**config.mk**
```make
export PLATFORM = sky130hd
export DESIGN_NAME = rotor_cipher_byte
export DESIGN_NICKNAME = d
export VERILOG_FILES = /design/src/rcb_pkg.sv /design/src/rotor_cipher_byte.sv
export SDC_FILE = /design/constraint.sdc
export NUM_CORES = 1
export LEC_CHECK = 0
export BUFFER_PORTS_ARGS = -buffer_cell sky130_fd_sc_hd__buf_2
export CAP_MARGIN = 0
export CORE_MARGIN = 3
export CORE_UTILIZATION = 40
export CTS_BUF_LIST = sky130_fd_sc_hd__clkbuf_8
export CTS_CLUSTER_SIZE = 16
export DETAILED_ROUTE_END_ITERATION = 8
export GPL_ROUTABILITY_DRIVEN = 0
export PLACE_DENSITY_LB_ADDON = 0.08
export SETUP_SLACK_MARGIN = 0.2
export SYNTH_ARGS = -nofsm -noshare
export SYNTH_HDL_FRONTEND = slang
export SYNTH_SLANG_ARGS = --single-unit
```
**constraint.sdc**
```tcl
create_clock -name clk -period 24.8 [get_ports clk]
set_clock_uncertainty 0.15 [all_clocks]
set_input_delay 4.96 -clock clk [delete_from_list [all_inputs] [get_ports clk]]
set_output_delay 4.96 -clock clk [all_outputs]
set_load 0.05 [all_outputs]
```
**src/rcb_pkg.sv**
```systemverilog
package rcb_pkg;

  localparam int unsigned NumLetters = 26;

  localparam logic [4:0] LastLetter = 5'(NumLetters - 1);

  // input item function codes
  localparam logic [1:0] FuncEncipher = 2'd0;
  localparam logic [1:0] FuncLoad     = 2'd1;
  localparam logic [1:0] FuncRestart  = 2'd2;
  localparam logic [1:0] FuncUnused   = 2'd3;

  // wiring table select codes
  localparam logic [1:0] SelRight     = 2'd0;
  localparam logic [1:0] SelMiddle    = 2'd1;
  localparam logic [1:0] SelLeft      = 2'd2;
  localparam logic [1:0] SelReflector = 2'd3;

  // configuration register indexes
  localparam logic [2:0] CfgLeftStart   = 3'd0;
  localparam logic [2:0] CfgMiddleStart = 3'd1;
  localparam logic [2:0] CfgRightStart  = 3'd2;
  localparam logic [2:0] CfgLeftNotch   = 3'd3;
  localparam logic [2:0] CfgMiddleNotch = 3'd4;
  localparam logic [2:0] CfgRightNotch  = 3'd5;

  // configuration reset values
  localparam logic [4:0] RstStart       = 5'd0;
  localparam logic [4:0] RstLeftNotch   = 5'd17;
  localparam logic [4:0] RstMiddleNotch = 5'd5;
  localparam logic [4:0] RstRightNotch  = 5'd22;

  localparam logic [7:0] CharUpperA = 8'h41;
  localparam logic [7:0] CharUpperZ = 8'h5A;
  localparam logic [7:0] CharLowerA = 8'h61;
  localparam logic [7:0] CharLowerZ = 8'h7A;

  typedef logic [4:0] letter_t;

  // (a + b) mod 26 for a, b below 26
  function automatic letter_t add26(input letter_t a, input letter_t b);
    logic [5:0] s;
    s = {1'b0, a} + {1'b0, b};
    if (s >= 6'(NumLetters)) begin
      s = s - 6'(NumLetters);
    end
    return s[4:0];
  endfunction

  // (a - b) mod 26 for a, b below 26
  function automatic letter_t sub26(input letter_t a, input letter_t b);
    logic [5:0] d;
    d = {1'b0, a} - {1'b0, b};
    if (a < b) begin
      d = d + 6'(NumLetters);
    end
    return d[4:0];
  endfunction

  // reduce a 5-bit value mod 26
  function automatic letter_t mod26(input letter_t a);
    return (a > LastLetter) ? 5'(a - 5'(NumLetters)) : a;
  endfunction

endpackage

```
**src/rotor_cipher_byte.sv**
```systemverilog
// Three-rotor byte cipher: letters enciphered with case kept, other bytes pass.
// A result passes through the stage register, then the output register.
// Throughput: one item per cycle while the output is taken; stepping is combinational.
// Reset (rst, synchronous): start regs 0, notches 17/5/22, rotor positions 0,
// pipeline and output empty. Wiring tables are not cleared; load them before use.
module rotor_cipher_byte (
  input  logic                 clk,
  input  logic                 rst,
  // configuration write channel
  input  logic                 cfg_valid,
  output logic                 cfg_ready,
  input  logic [2:0]           cfg_index,
  input  logic [4:0]           cfg_data,
  // input item channel
  input  logic                 in_valid,
  output logic                 in_ready,
  input  logic [1:0]           func,
  input  logic [7:0]           data_byte,
  input  logic [1:0]           table_sel,
  input  logic [4:0]           table_index,
  input  logic [4:0]           table_value,
  // result item channel
  output logic                 out_valid,
  input  logic                 out_ready,
  output logic [7:0]           out_byte
);
  import rcb_pkg::*;

  // ---------------------------------------------------------------------
  // Configuration registers; the port never stalls.
  // ---------------------------------------------------------------------
  letter_t left_start, middle_start, right_start;
  letter_t left_notch, middle_notch, right_notch;

  assign cfg_ready = 1'b1;

  always_ff @(posedge clk) begin
    if (rst) begin
      left_start   <= RstStart;
      middle_start <= RstStart;
      right_start  <= RstStart;
      left_notch   <= RstLeftNotch;
      middle_notch <= RstMiddleNotch;
      right_notch  <= RstRightNotch;
    end else if (cfg_valid && cfg_ready) begin
      unique case (cfg_index)
        CfgLeftStart:   left_start   <= cfg_data;
        CfgMiddleStart: middle_start <= cfg_data;
        CfgRightStart:  right_start  <= cfg_data;
        CfgLeftNotch:   left_notch   <= cfg_data;
        CfgMiddleNotch: middle_notch <= cfg_data;
        CfgRightNotch:  right_notch  <= cfg_data;
        default: ;  // writes beyond the register list are dropped
      endcase
    end
  end

  // ---------------------------------------------------------------------
  // Stage register: holds an encipher item with its stepped rotor
  // positions, or a wiring load. Loads are written to the tables as they
  // leave this stage, so an encipher item here always sees every earlier
  // load and none after it.
  // ---------------------------------------------------------------------
  logic       s1_valid;
  logic       s1_enc;        // encipher item, else table load
  logic       s1_letter;     // byte is an ASCII letter
  logic [7:0] s1_byte;       // raw byte, for pass-through
  logic [7:0] s1_base;       // 'A' or 'a'
  letter_t    s1_code;
  letter_t    s1_l, s1_m, s1_r;
  logic [1:0] s1_sel;
  letter_t    s1_idx, s1_val;

  logic s1_adv;
  logic in_fire;

  // a load never waits on the output; an encipher item needs a free slot
  assign s1_adv   = !s1_enc || !out_valid || out_ready;
  assign in_ready = !s1_valid || s1_adv;
  assign in_fire  = in_valid && in_ready;

  // ---------------------------------------------------------------------
  // Rotor positions. They step as an encipher letter is accepted and reload
  // on a restart, so the next item sees the advanced state right away.
  // ---------------------------------------------------------------------
  letter_t left_pos, middle_pos, right_pos;
  letter_t left_pos_next, middle_pos_next, right_pos_next;
  letter_t r_step, m_step;

  logic is_upper, is_lower, load_ok;

  assign is_upper = (data_byte >= CharUpperA) && (data_byte <= CharUpperZ);
  assign is_lower = (data_byte >= CharLowerA) && (data_byte <= CharLowerZ);
  assign load_ok  = (table_index <= LastLetter) && (table_value <= LastLetter);

  always_comb begin
    r_step          = add26(right_pos, 5'd1);
    m_step          = add26(middle_pos, 5'd1);
    left_pos_next   = left_pos;
    middle_pos_next = middle_pos;
    right_pos_next  = right_pos;
    if (in_fire) begin
      unique case (func)
        FuncEncipher: begin
          // only letters step the rotors; no double-step
          if (is_upper || is_lower) begin
            right_pos_next = r_step;
            if (r_step == right_notch) begin
              middle_pos_next = m_step;
              if (m_step == middle_notch) begin
                left_pos_next = add26(left_pos, 5'd1);
              end
            end
          end
        end
        FuncRestart: begin
          left_pos_next   = mod26(left_start);
          middle_pos_next = mod26(middle_start);
          right_pos_next  = mod26(right_start);
        end
        FuncLoad, FuncUnused: ;
        default: ;
      endcase
    end
  end

  always_ff @(posedge clk) begin
    if (rst) begin
      left_pos   <= RstStart;
      middle_pos <= RstStart;
      right_pos  <= RstStart;
    end else begin
      left_pos   <= left_pos_next;
      middle_pos <= middle_pos_next;
      right_pos  <= right_pos_next;
    end
  end

  // stage control
  always_ff @(posedge clk) begin
    if (rst) begin
      s1_valid <= 1'b0;
    end else if (in_ready) begin
      // restart, unused func and rejected loads leave nothing behind
      s1_valid <= in_fire && ((func == FuncEncipher) || ((func == FuncLoad) && load_ok));
    end
  end

  // stage payload
  always_ff @(posedge clk) begin
    if (in_fire) begin
      s1_enc    <= (func == FuncEncipher);
      s1_letter <= is_upper || is_lower;
      s1_byte   <= data_byte;
      s1_base   <= is_upper ? CharUpperA : CharLowerA;
      s1_code   <= is_upper ? 5'(data_byte - CharUpperA) : 5'(data_byte - CharLowerA);
      s1_l      <= left_pos_next;
      s1_m      <= middle_pos_next;
      s1_r      <= right_pos_next;
      s1_sel    <= table_sel;
      s1_idx    <= table_index;
      s1_val    <= table_value;
    end
  end

  // ---------------------------------------------------------------------
  // Wiring tables, 26 x 5 bits each, in flops. Each forward load also
  // writes the inverse entry; the reflector has no inverse.
  // ---------------------------------------------------------------------
  letter_t right_wiring     [NumLetters];
  letter_t middle_wiring    [NumLetters];
  letter_t left_wiring      [NumLetters];
  letter_t reflector_wiring [NumLetters];
  letter_t right_inverse    [NumLetters];
  letter_t middle_inverse   [NumLetters];
  letter_t left_inverse     [NumLetters];

  always_ff @(posedge clk) begin
    if (s1_valid && !s1_enc && s1_adv) begin
      unique case (s1_sel)
        SelRight: begin
          right_wiring[s1_idx]  <= s1_val;
          right_inverse[s1_val] <= s1_idx;
        end
        SelMiddle: begin
          middle_wiring[s1_idx]  <= s1_val;
          middle_inverse[s1_val] <= s1_idx;
        end
        SelLeft: begin
          left_wiring[s1_idx]  <= s1_val;
          left_inverse[s1_val] <= s1_idx;
        end
        SelReflector: reflector_wiring[s1_idx] <= s1_val;
        default: ;
      endcase
    end
  end

  // ---------------------------------------------------------------------
  // Signal path: forward through the rotors, reflector, then back through
  // the inverse wirings. Offsets are relative positions between rotors.
  // ---------------------------------------------------------------------
  letter_t off_mr, off_lm;
  letter_t x0, x1, x2, x3, x4, x5, x6, res;
  logic [7:0] enc_byte;

  always_comb begin
    off_mr   = sub26(s1_m, s1_r);
    off_lm   = sub26(s1_l, s1_m);
    x0       = right_wiring[add26(s1_r, s1_code)];
    x1       = middle_wiring[add26(x0, off_mr)];
    x2       = left_wiring[add26(x1, off_lm)];
    x3       = reflector_wiring[sub26(x2, s1_l)];
    x4       = left_inverse[add26(x3, s1_l)];
    x5       = middle_inverse[sub26(x4, off_lm)];
    x6       = right_inverse[sub26(x5, off_mr)];
    res      = sub26(x6, s1_r);
    enc_byte = s1_letter ? (s1_base + {3'b000, res}) : s1_byte;
  end

  // ---------------------------------------------------------------------
  // Output register
  // ---------------------------------------------------------------------
  always_ff @(posedge clk) begin
    if (rst) begin
      out_valid <= 1'b0;
    end else if (s1_valid && s1_enc && s1_adv) begin
      out_valid <= 1'b1;
    end else if (out_ready) begin
      out_valid <= 1'b0;
    end
  end

  always_ff @(posedge clk) begin
    if (s1_valid && s1_enc && s1_adv) begin
      out_byte <= enc_byte;
    end
  end

endmodule

```
# Word level (Yosys, flattened, before mapping)
# Memories as Yosys holds them, arrays and structs flattened.
# Cells that the tools add are included.
# Widths: inputs -> output; s select.
# word_totals
regBits	100
ram_bits	910
output_inout_bits	11
word_cells	166
mem_count	7
# op_classes
addsub	32
magnitude_cmp	22
n_eq_ne	11
muxes	45
n_reduce_logical	27
# memory_table
memory	words	width	rd	rd_ports_with_merged_regs	write_ports	line_no	source
left_inverse	26	5	1	0	1	rotor_cipher_byte.sv:176	letter_t left_inverse [NumLetters];
left_wiring	26	5	1	0	1	rotor_cipher_byte.sv:172	letter_t left_wiring [NumLetters];
middle_inverse	26	5	1	0	1	rotor_cipher_byte.sv:175	letter_t middle_inverse [NumLetters];
middle_wiring	26	5	1	0	1	rotor_cipher_byte.sv:171	letter_t middle_wiring [NumLetters];
reflector_wiring	26	5	1	0	1	rotor_cipher_byte.sv:173	letter_t reflector_wiring [NumLetters];
right_inverse	26	5	1	0	1	rotor_cipher_byte.sv:174	letter_t right_inverse [NumLetters];
1 more memories	n/a	n/a	n/a	n/a	n/a	n/a	
# ops
operator	count
$mux 5	26
$sub 5x5->5 const B	10
$ge 6x5->1 const B	7
$add 5x5->5 const B	6
$lt 5x5->1	6
$pmux 5 s2	3
$sub 5x5->5	6
$add 5x5->6	4
$add 5x1->6 const B	3
$ge 8x7->1 const B	2
$le 8x7->1 const B	2
$gt 5x5->1 const B	3
$mux 1	14
$eq 5x5->1	2
$le 5x5->1 const B	2
$logic_and 1x1->1	10
$reduce_and 2->1	5
$sub 5x1->5 const B	2
$add 8x5->8	1
$mux 8	1
$eq 2x2->1 const B	3
$eq 3x3->1 const B	2
$mux 6	1
$logic_or 1x1->1	5
other kinds (7)	11

# Depth between registers and ports, before layout
# An unclocked memory read counts as a cell.
# depth
word_depth	33
ltp_mapped	104
mapped_depth_nobuf	93

# Worst setup path after synthesis
# No wires, ideal clock.
# synth_timing
path_type	register to register
startpoint	register s1_r[0]
endpoint	register out_byte[4] (data pin)
setup_ns	0.260
arrival_ns	24.463
t_required_ns	24.390
path_slack_ns	-0.072
path_stages_with_launch	93
path_buffers	11
period_less_slack_ns	24.872
path_cell_list	edfxtp_1 -> ha_1 -> fa_1 -> xnor2_1 -> a211oi_1 -> a21boi_1 -> xnor2_1 -> buf_2 -> mux4_2 -> o2111ai_1 -> nand4_1 -> ha_1 -> fa_1 -> xnor2_1 -> a211oi_1 -> a21boi_1 -> xnor2_1 -> buf_2 -> [... 57 more ...] -> clkbuf_1 -> ha_1 -> a2111oi_0 -> a211oi_2 -> buf_2 -> mux2i_1 -> mux2i_1 -> o22ai_1 -> or3_1 -> ha_1 -> fa_1 -> inv_1 -> ha_1 -> or3b_2 -> and2_1 -> nand3b_1 -> xnor2_1 -> mux2_2
# synth_via
elab_chain_cells	33
word_cells_on_any_way	45
cone_classes	19 x add/sub; 9 x order compare; 10 x mux; 7 x memory
# synth_lines
element	line_no	source
from (decl)	rotor_cipher_byte.sv:70	letter_t s1_l, s1_m, s1_r;
from (signal assigned)	rotor_cipher_byte.sv:159	s1_r <= right_pos_next;
$add 5x5->6	rcb_pkg.sv:43	s = {1'b0, a} + {1'b0, b};
$sub 5x5->5 / $ge 6x5->1 (equally long branches)	rcb_pkg.sv:45, rcb_pkg.sv:44	
$mux 5	rcb_pkg.sv:44	if (s >= 6'(NumLetters)) begin
$mem_v2 26x5	n/a	
$add 5x5->6	rcb_pkg.sv:43	
$sub 5x5->5 / $ge 6x5->1 (equally long branches)	rcb_pkg.sv:45, rcb_pkg.sv:44	
$mux 5	rcb_pkg.sv:44	
$mem_v2 26x5	n/a	
[... 18 more ...]	n/a	
$mux 5	rcb_pkg.sv:54	if (a < b) begin
$mem_v2 26x5	n/a	
$sub 5x5->5	rcb_pkg.sv:53	d = {1'b0, a} - {1'b0, b};
$add 5x5->5	rcb_pkg.sv:55	d = d + 6'(NumLetters);
$mux 5 *	rcb_pkg.sv:54	
$add 8x5->8 *	rotor_cipher_byte.sv:218	enc_byte = s1_letter ? (s1_base + {3'b000, res}) : s1_byte;
$mux 8 *	rotor_cipher_byte.sv:218	
named net enc_byte[4]	rotor_cipher_byte.sv:205	logic [7:0] enc_byte;
to (signal assigned)	rotor_cipher_byte.sv:236	out_byte <= enc_byte;
to (decl)	rotor_cipher_byte.sv:25	output logic [7:0] out_byte
# The timed path passes the listed nets; every way through them passes the cells marked *.
# A chain may end at the register's enable or synchronous reset.

# Worst setup path in the final report
# Ends and elaborated chain as after synthesis.

==> impl_metrics.env <==
export IMPL_status="finished clean"
export IMPL_critPathCaptureType="flip-flop"
export IMPL_grt_pass1_wl_um=180000
export IMPL_cts_htree_levels=4
export IMPL_grtUsageTotal_pct=20.4
export IMPL_relSlewSlack_pct=27.6
export IMPL_std_cell_rows=123
export IMPL_synth_seq_cells=1003
export IMPL_clk_latency_ns=0.83
export IMPL_tritoncts="yes"
export IMPL_cts_hold_repair_buffers=0
export IMPL_syn_mean_instance_area_um2=15.0
export IMPL_post_route_cells_drive_above_1_share_pct=19.7
export IMPL_dr_total_vias=27200
export IMPL_placed_cell_area_mm2=0.0479
export IMPL_worstHoldStart="right_notch[3]$_SDFFE_PP0P_"
export IMPL_reg2reg_from="s1_r[0]$_DFFE_PP_"
export IMPL_wire_per_inst_um=24.9
export IMPL_max_clock_freq_ghz=0.0425
export IMPL_crit_path_top_delay_cell="sky130_fd_sc_hd__fa_2"
export IMPL_dieWidth_um=343
export IMPL_remaining_number_of_nets_flagged_by_the_antenna_check_after_routing=0
export IMPL_vias_per_cell=5.61
export IMPL_fillerInstances=9939
export IMPL_postSynthNetCount=3164
export IMPL_slew_at_the_pin_closest_to_its_max_slew_limit_ns=1.08
export IMPL_final_hold_violation_count=0
export IMPL_top_reg_cell_synth="sky130_fd_sc_hd__edfxtp_1"
export IMPL_hpwlAfterDp_um=81900
export IMPL_start_util_pct=40.4
export IMPL_cp_arrival_ns=23.93
export IMPL_timing_final_setup_violations=0
export IMPL_placement_io_buffers=44
export IMPL_drv_slew=0
export IMPL_setup_repair_after_global_routing_missed_its_margin="false"
export IMPL_cp_num_buf_inv=19
export IMPL_drc=0
export IMPL_clock_transition_at_path_regs_ns=0.06
export IMPL_crit_cells=95
export IMPL_synthTopCellsByArea="sky130_fd_sc_hd__edfxtp_1, sky130_fd_sc_hd__mux4_2, sky130_fd_sc_hd__mux2i_1, sky130_fd_sc_hd__nor2_1, sky130_fd_sc_hd__ha_1"
export IMPL_clock_root_buffer="sky130_fd_sc_hd__clkbuf_8"
export IMPL_ys_warn_count=0
export IMPL_total_die_area_mm2=0.118
export IMPL_globalRoute_totalOverflow=0
export IMPL_number_of_global_route_vias_before_repair=27900
export IMPL_first_pass_iters=6
export IMPL_max_stage_delay_ns=0.65
export IMPL_grt_max_degree=83
export IMPL_max_cap_violations=0
export IMPL_crit_reg2reg_capture="out_byte[4]$_DFFE_PP_"
export IMPL_fin_crit_ns=23.52
export IMPL_multi_input_comb_area_mm2=0.0154
export IMPL_synth_cells=3039
export IMPL_synth_top_area_share_pct=63.4
export IMPL_critical_path_fanout_max=18
export IMPL_drt_initial_drc_count=2279
export IMPL_core_mm2=0.113
export IMPL_rr_worst_depth=95
export IMPL_cts_num_sinks=1003
export IMPL_worstHoldPathCells=2
export IMPL_min_path_type="flip-flop to flip-flop"
export IMPL_antenna_found_initial=2
export IMPL_clockBufferDepth=3
export IMPL_fin_nets=3352
export IMPL_design_area_mm2=0.0515
export IMPL_crit_path_start_kind="flip-flop"
export IMPL_synth_edff_count=961
export IMPL_layout_area_seq_mm2=0.0297
export IMPL_synthesis_area_mm2=0.0455
export IMPL_ys_async_sr_fraction_pct=0
export IMPL_critical_path_startpoint="s1_r[0]$_DFFE_PP_"
export IMPL_crit_top_cell="sky130_fd_sc_hd__buf_4"
export IMPL_areaGrowthSynthToFinish_pct=13.1
export IMPL_wire_length_reported_by_the_detailed_router_um=121000
export IMPL_cts_buffers=169
export IMPL_critical_path_top_delay_family="adder cells"
export IMPL_die_h_um=343
export IMPL_path_class="flip-flop to flip-flop"
export IMPL_required_worst_endpoint_ns=25.21
export IMPL_final_period_utilization_pct=94.8
export IMPL_yosysUniqueCellTypes=86
export IMPL_pin_count=46
export IMPL_synth_sequential_area_ratio_pct=65.2
export IMPL_whs_endpoint="right_notch[3]$_SDFFE_PP0P_"
export IMPL_yosysTopAreaCell="sky130_fd_sc_hd__edfxtp_1"
export IMPL_r2r_setup_slack_ns=1.28
## what timing repair did
action,4_1_cts,5_1_grt
setup buffers,9,15
endpoints found under the setup margin,7,7
gates resized for setup,5,45
pin swaps,2,13
cloned,0,1
## cell usage in the layout, fill, tap and decap left out, drive strengths merged, types with 44 or more instances in the layout
cell type  instances
edfxtp           961
nor2             280
mux2i            252
nand2            226
clkbuf           172
mux4             159
buf              152
inv              135
ha                80
nand3             70
a21oi             69
clkinv            61
o21ai             56
xnor2             47
mux2              46
o22ai             44
## area by class of cell
cell class | count | area share [%]
antenna | 2 | 0.00972
clock buffer | 171 | 4.57
sequential | 1003 | 57.7
clock inverter | 126 | 1.38
tap | 1500 | 3.65
timing repair buffer | 153 | 2.24
inverter | 85 | 0.620
multi-input combinational | 1815 | 29.9
## synth_stat cells, types with 7 or more instances
cell,n
sky130_fd_sc_hd__a211o_1,7
sky130_fd_sc_hd__a211oi_1,31
sky130_fd_sc_hd__a21o_1,24
sky130_fd_sc_hd__a21oi_1,68
sky130_fd_sc_hd__a221oi_1,11
sky130_fd_sc_hd__a22oi_1,26
sky130_fd_sc_hd__a31oi_1,11
sky130_fd_sc_hd__and2_1,14
sky130_fd_sc_hd__and3_1,17
sky130_fd_sc_hd__and3b_1,8
sky130_fd_sc_hd__buf_1,19
sky130_fd_sc_hd__buf_2,18
sky130_fd_sc_hd__clkbuf_1,97
sky130_fd_sc_hd__dfxtp_1,42
sky130_fd_sc_hd__edfxtp_1,961
sky130_fd_sc_hd__fa_1,10
sky130_fd_sc_hd__ha_1,80
sky130_fd_sc_hd__inv_1,84
sky130_fd_sc_hd__mux2_2,46
sky130_fd_sc_hd__mux2i_1,252
sky130_fd_sc_hd__mux4_2,159
sky130_fd_sc_hd__nand2_1,226
sky130_fd_sc_hd__nand2b_1,16
sky130_fd_sc_hd__nand3_1,70
sky130_fd_sc_hd__nand3b_1,7
sky130_fd_sc_hd__nand4_1,20
sky130_fd_sc_hd__nor2_1,280
sky130_fd_sc_hd__nor2b_1,24
sky130_fd_sc_hd__nor3_1,34
sky130_fd_sc_hd__nor3b_1,19
sky130_fd_sc_hd__o2111ai_1,14
sky130_fd_sc_hd__o211ai_1,15
sky130_fd_sc_hd__o21a_1,11
sky130_fd_sc_hd__o21ai_0,52
sky130_fd_sc_hd__o221ai_1,12
sky130_fd_sc_hd__o22a_1,8
sky130_fd_sc_hd__o22ai_1,44
sky130_fd_sc_hd__o31ai_1,15
sky130_fd_sc_hd__or3_1,11
sky130_fd_sc_hd__xnor2_1,47
sky130_fd_sc_hd__xor2_1,22
## worst max path at each step
| stage | to |
|---|---|
| finish | out_byte[4]$_DFFE_PP_ |
| global route | out_byte[4]$_DFFE_PP_ |
| CTS | out_byte[4]$_DFFE_PP_ |
| detailed placement | out_byte[4]$_DFFE_PP_ |
| global placement | out_byte[4]$_DFFE_PP_ |
| floorplan | out_byte[4]$_DFFE_PP_ |
## worst min-delay path: cells and delay by family, from the launching register on
family | cells | cell delay, ns
and+or+nand+nor | 1 | 0.07
muxes | 1 | 0.06
DFF | 1 | 0.32
## through the flow
step	hold slack (ns)	utilization, %	instances	TNS (ns)	setup slack [ns]
finish	0.339	45.7	4855	0	1.28
global route	0.360	45.7	4855	0	0.0962
CTS	0.345	45.3	4837	0	0.242
detailed placement	0.331	42.5	4531	-2.72	-0.566
global placement	0.328	42.5	4531	0	0.264
floorplan	0.300	-	3039	0	0.243
## metal layers
layer  part of all wire [%]  GRT usage [%]  wire length [µm]  vias to the layer above
met5                  0.011              0                13                        -
met2                     49           33.9             59200                      865
li1                       -              -                 -                    12300
met1                     43           27.4             52200                    13900
met3                    5.3           3.58              6410                      211
met4                    2.7           6.43              3300                        2
## state kept, by name (all words and copies together), names as in the netlist, 8 cells and up
register	count
left_inverse	130
left_wiring	130
middle_inverse	130
middle_wiring	130
out_byte	8
reflector_wiring	130
right_inverse	130
right_wiring	130
s1_byte	8
## logic make-up after synthesis
group	after synthesis	synth area share, %
other	1	0.00824
multiplexers	457	14.5
adder cells (fa/ha/maj)	90	2.64
flip-flops	1003	65.2
XOR/XNOR	69	1.33
AND/OR/NAND/NOR	777	7.85
AO/OA/AOI/OAI	421	6.51
buffers and inverters	221	1.90
Power is left out: the tool's default activity adds up to more than one toggle a clock period on the data nets, which glitch-free logic cannot reach.
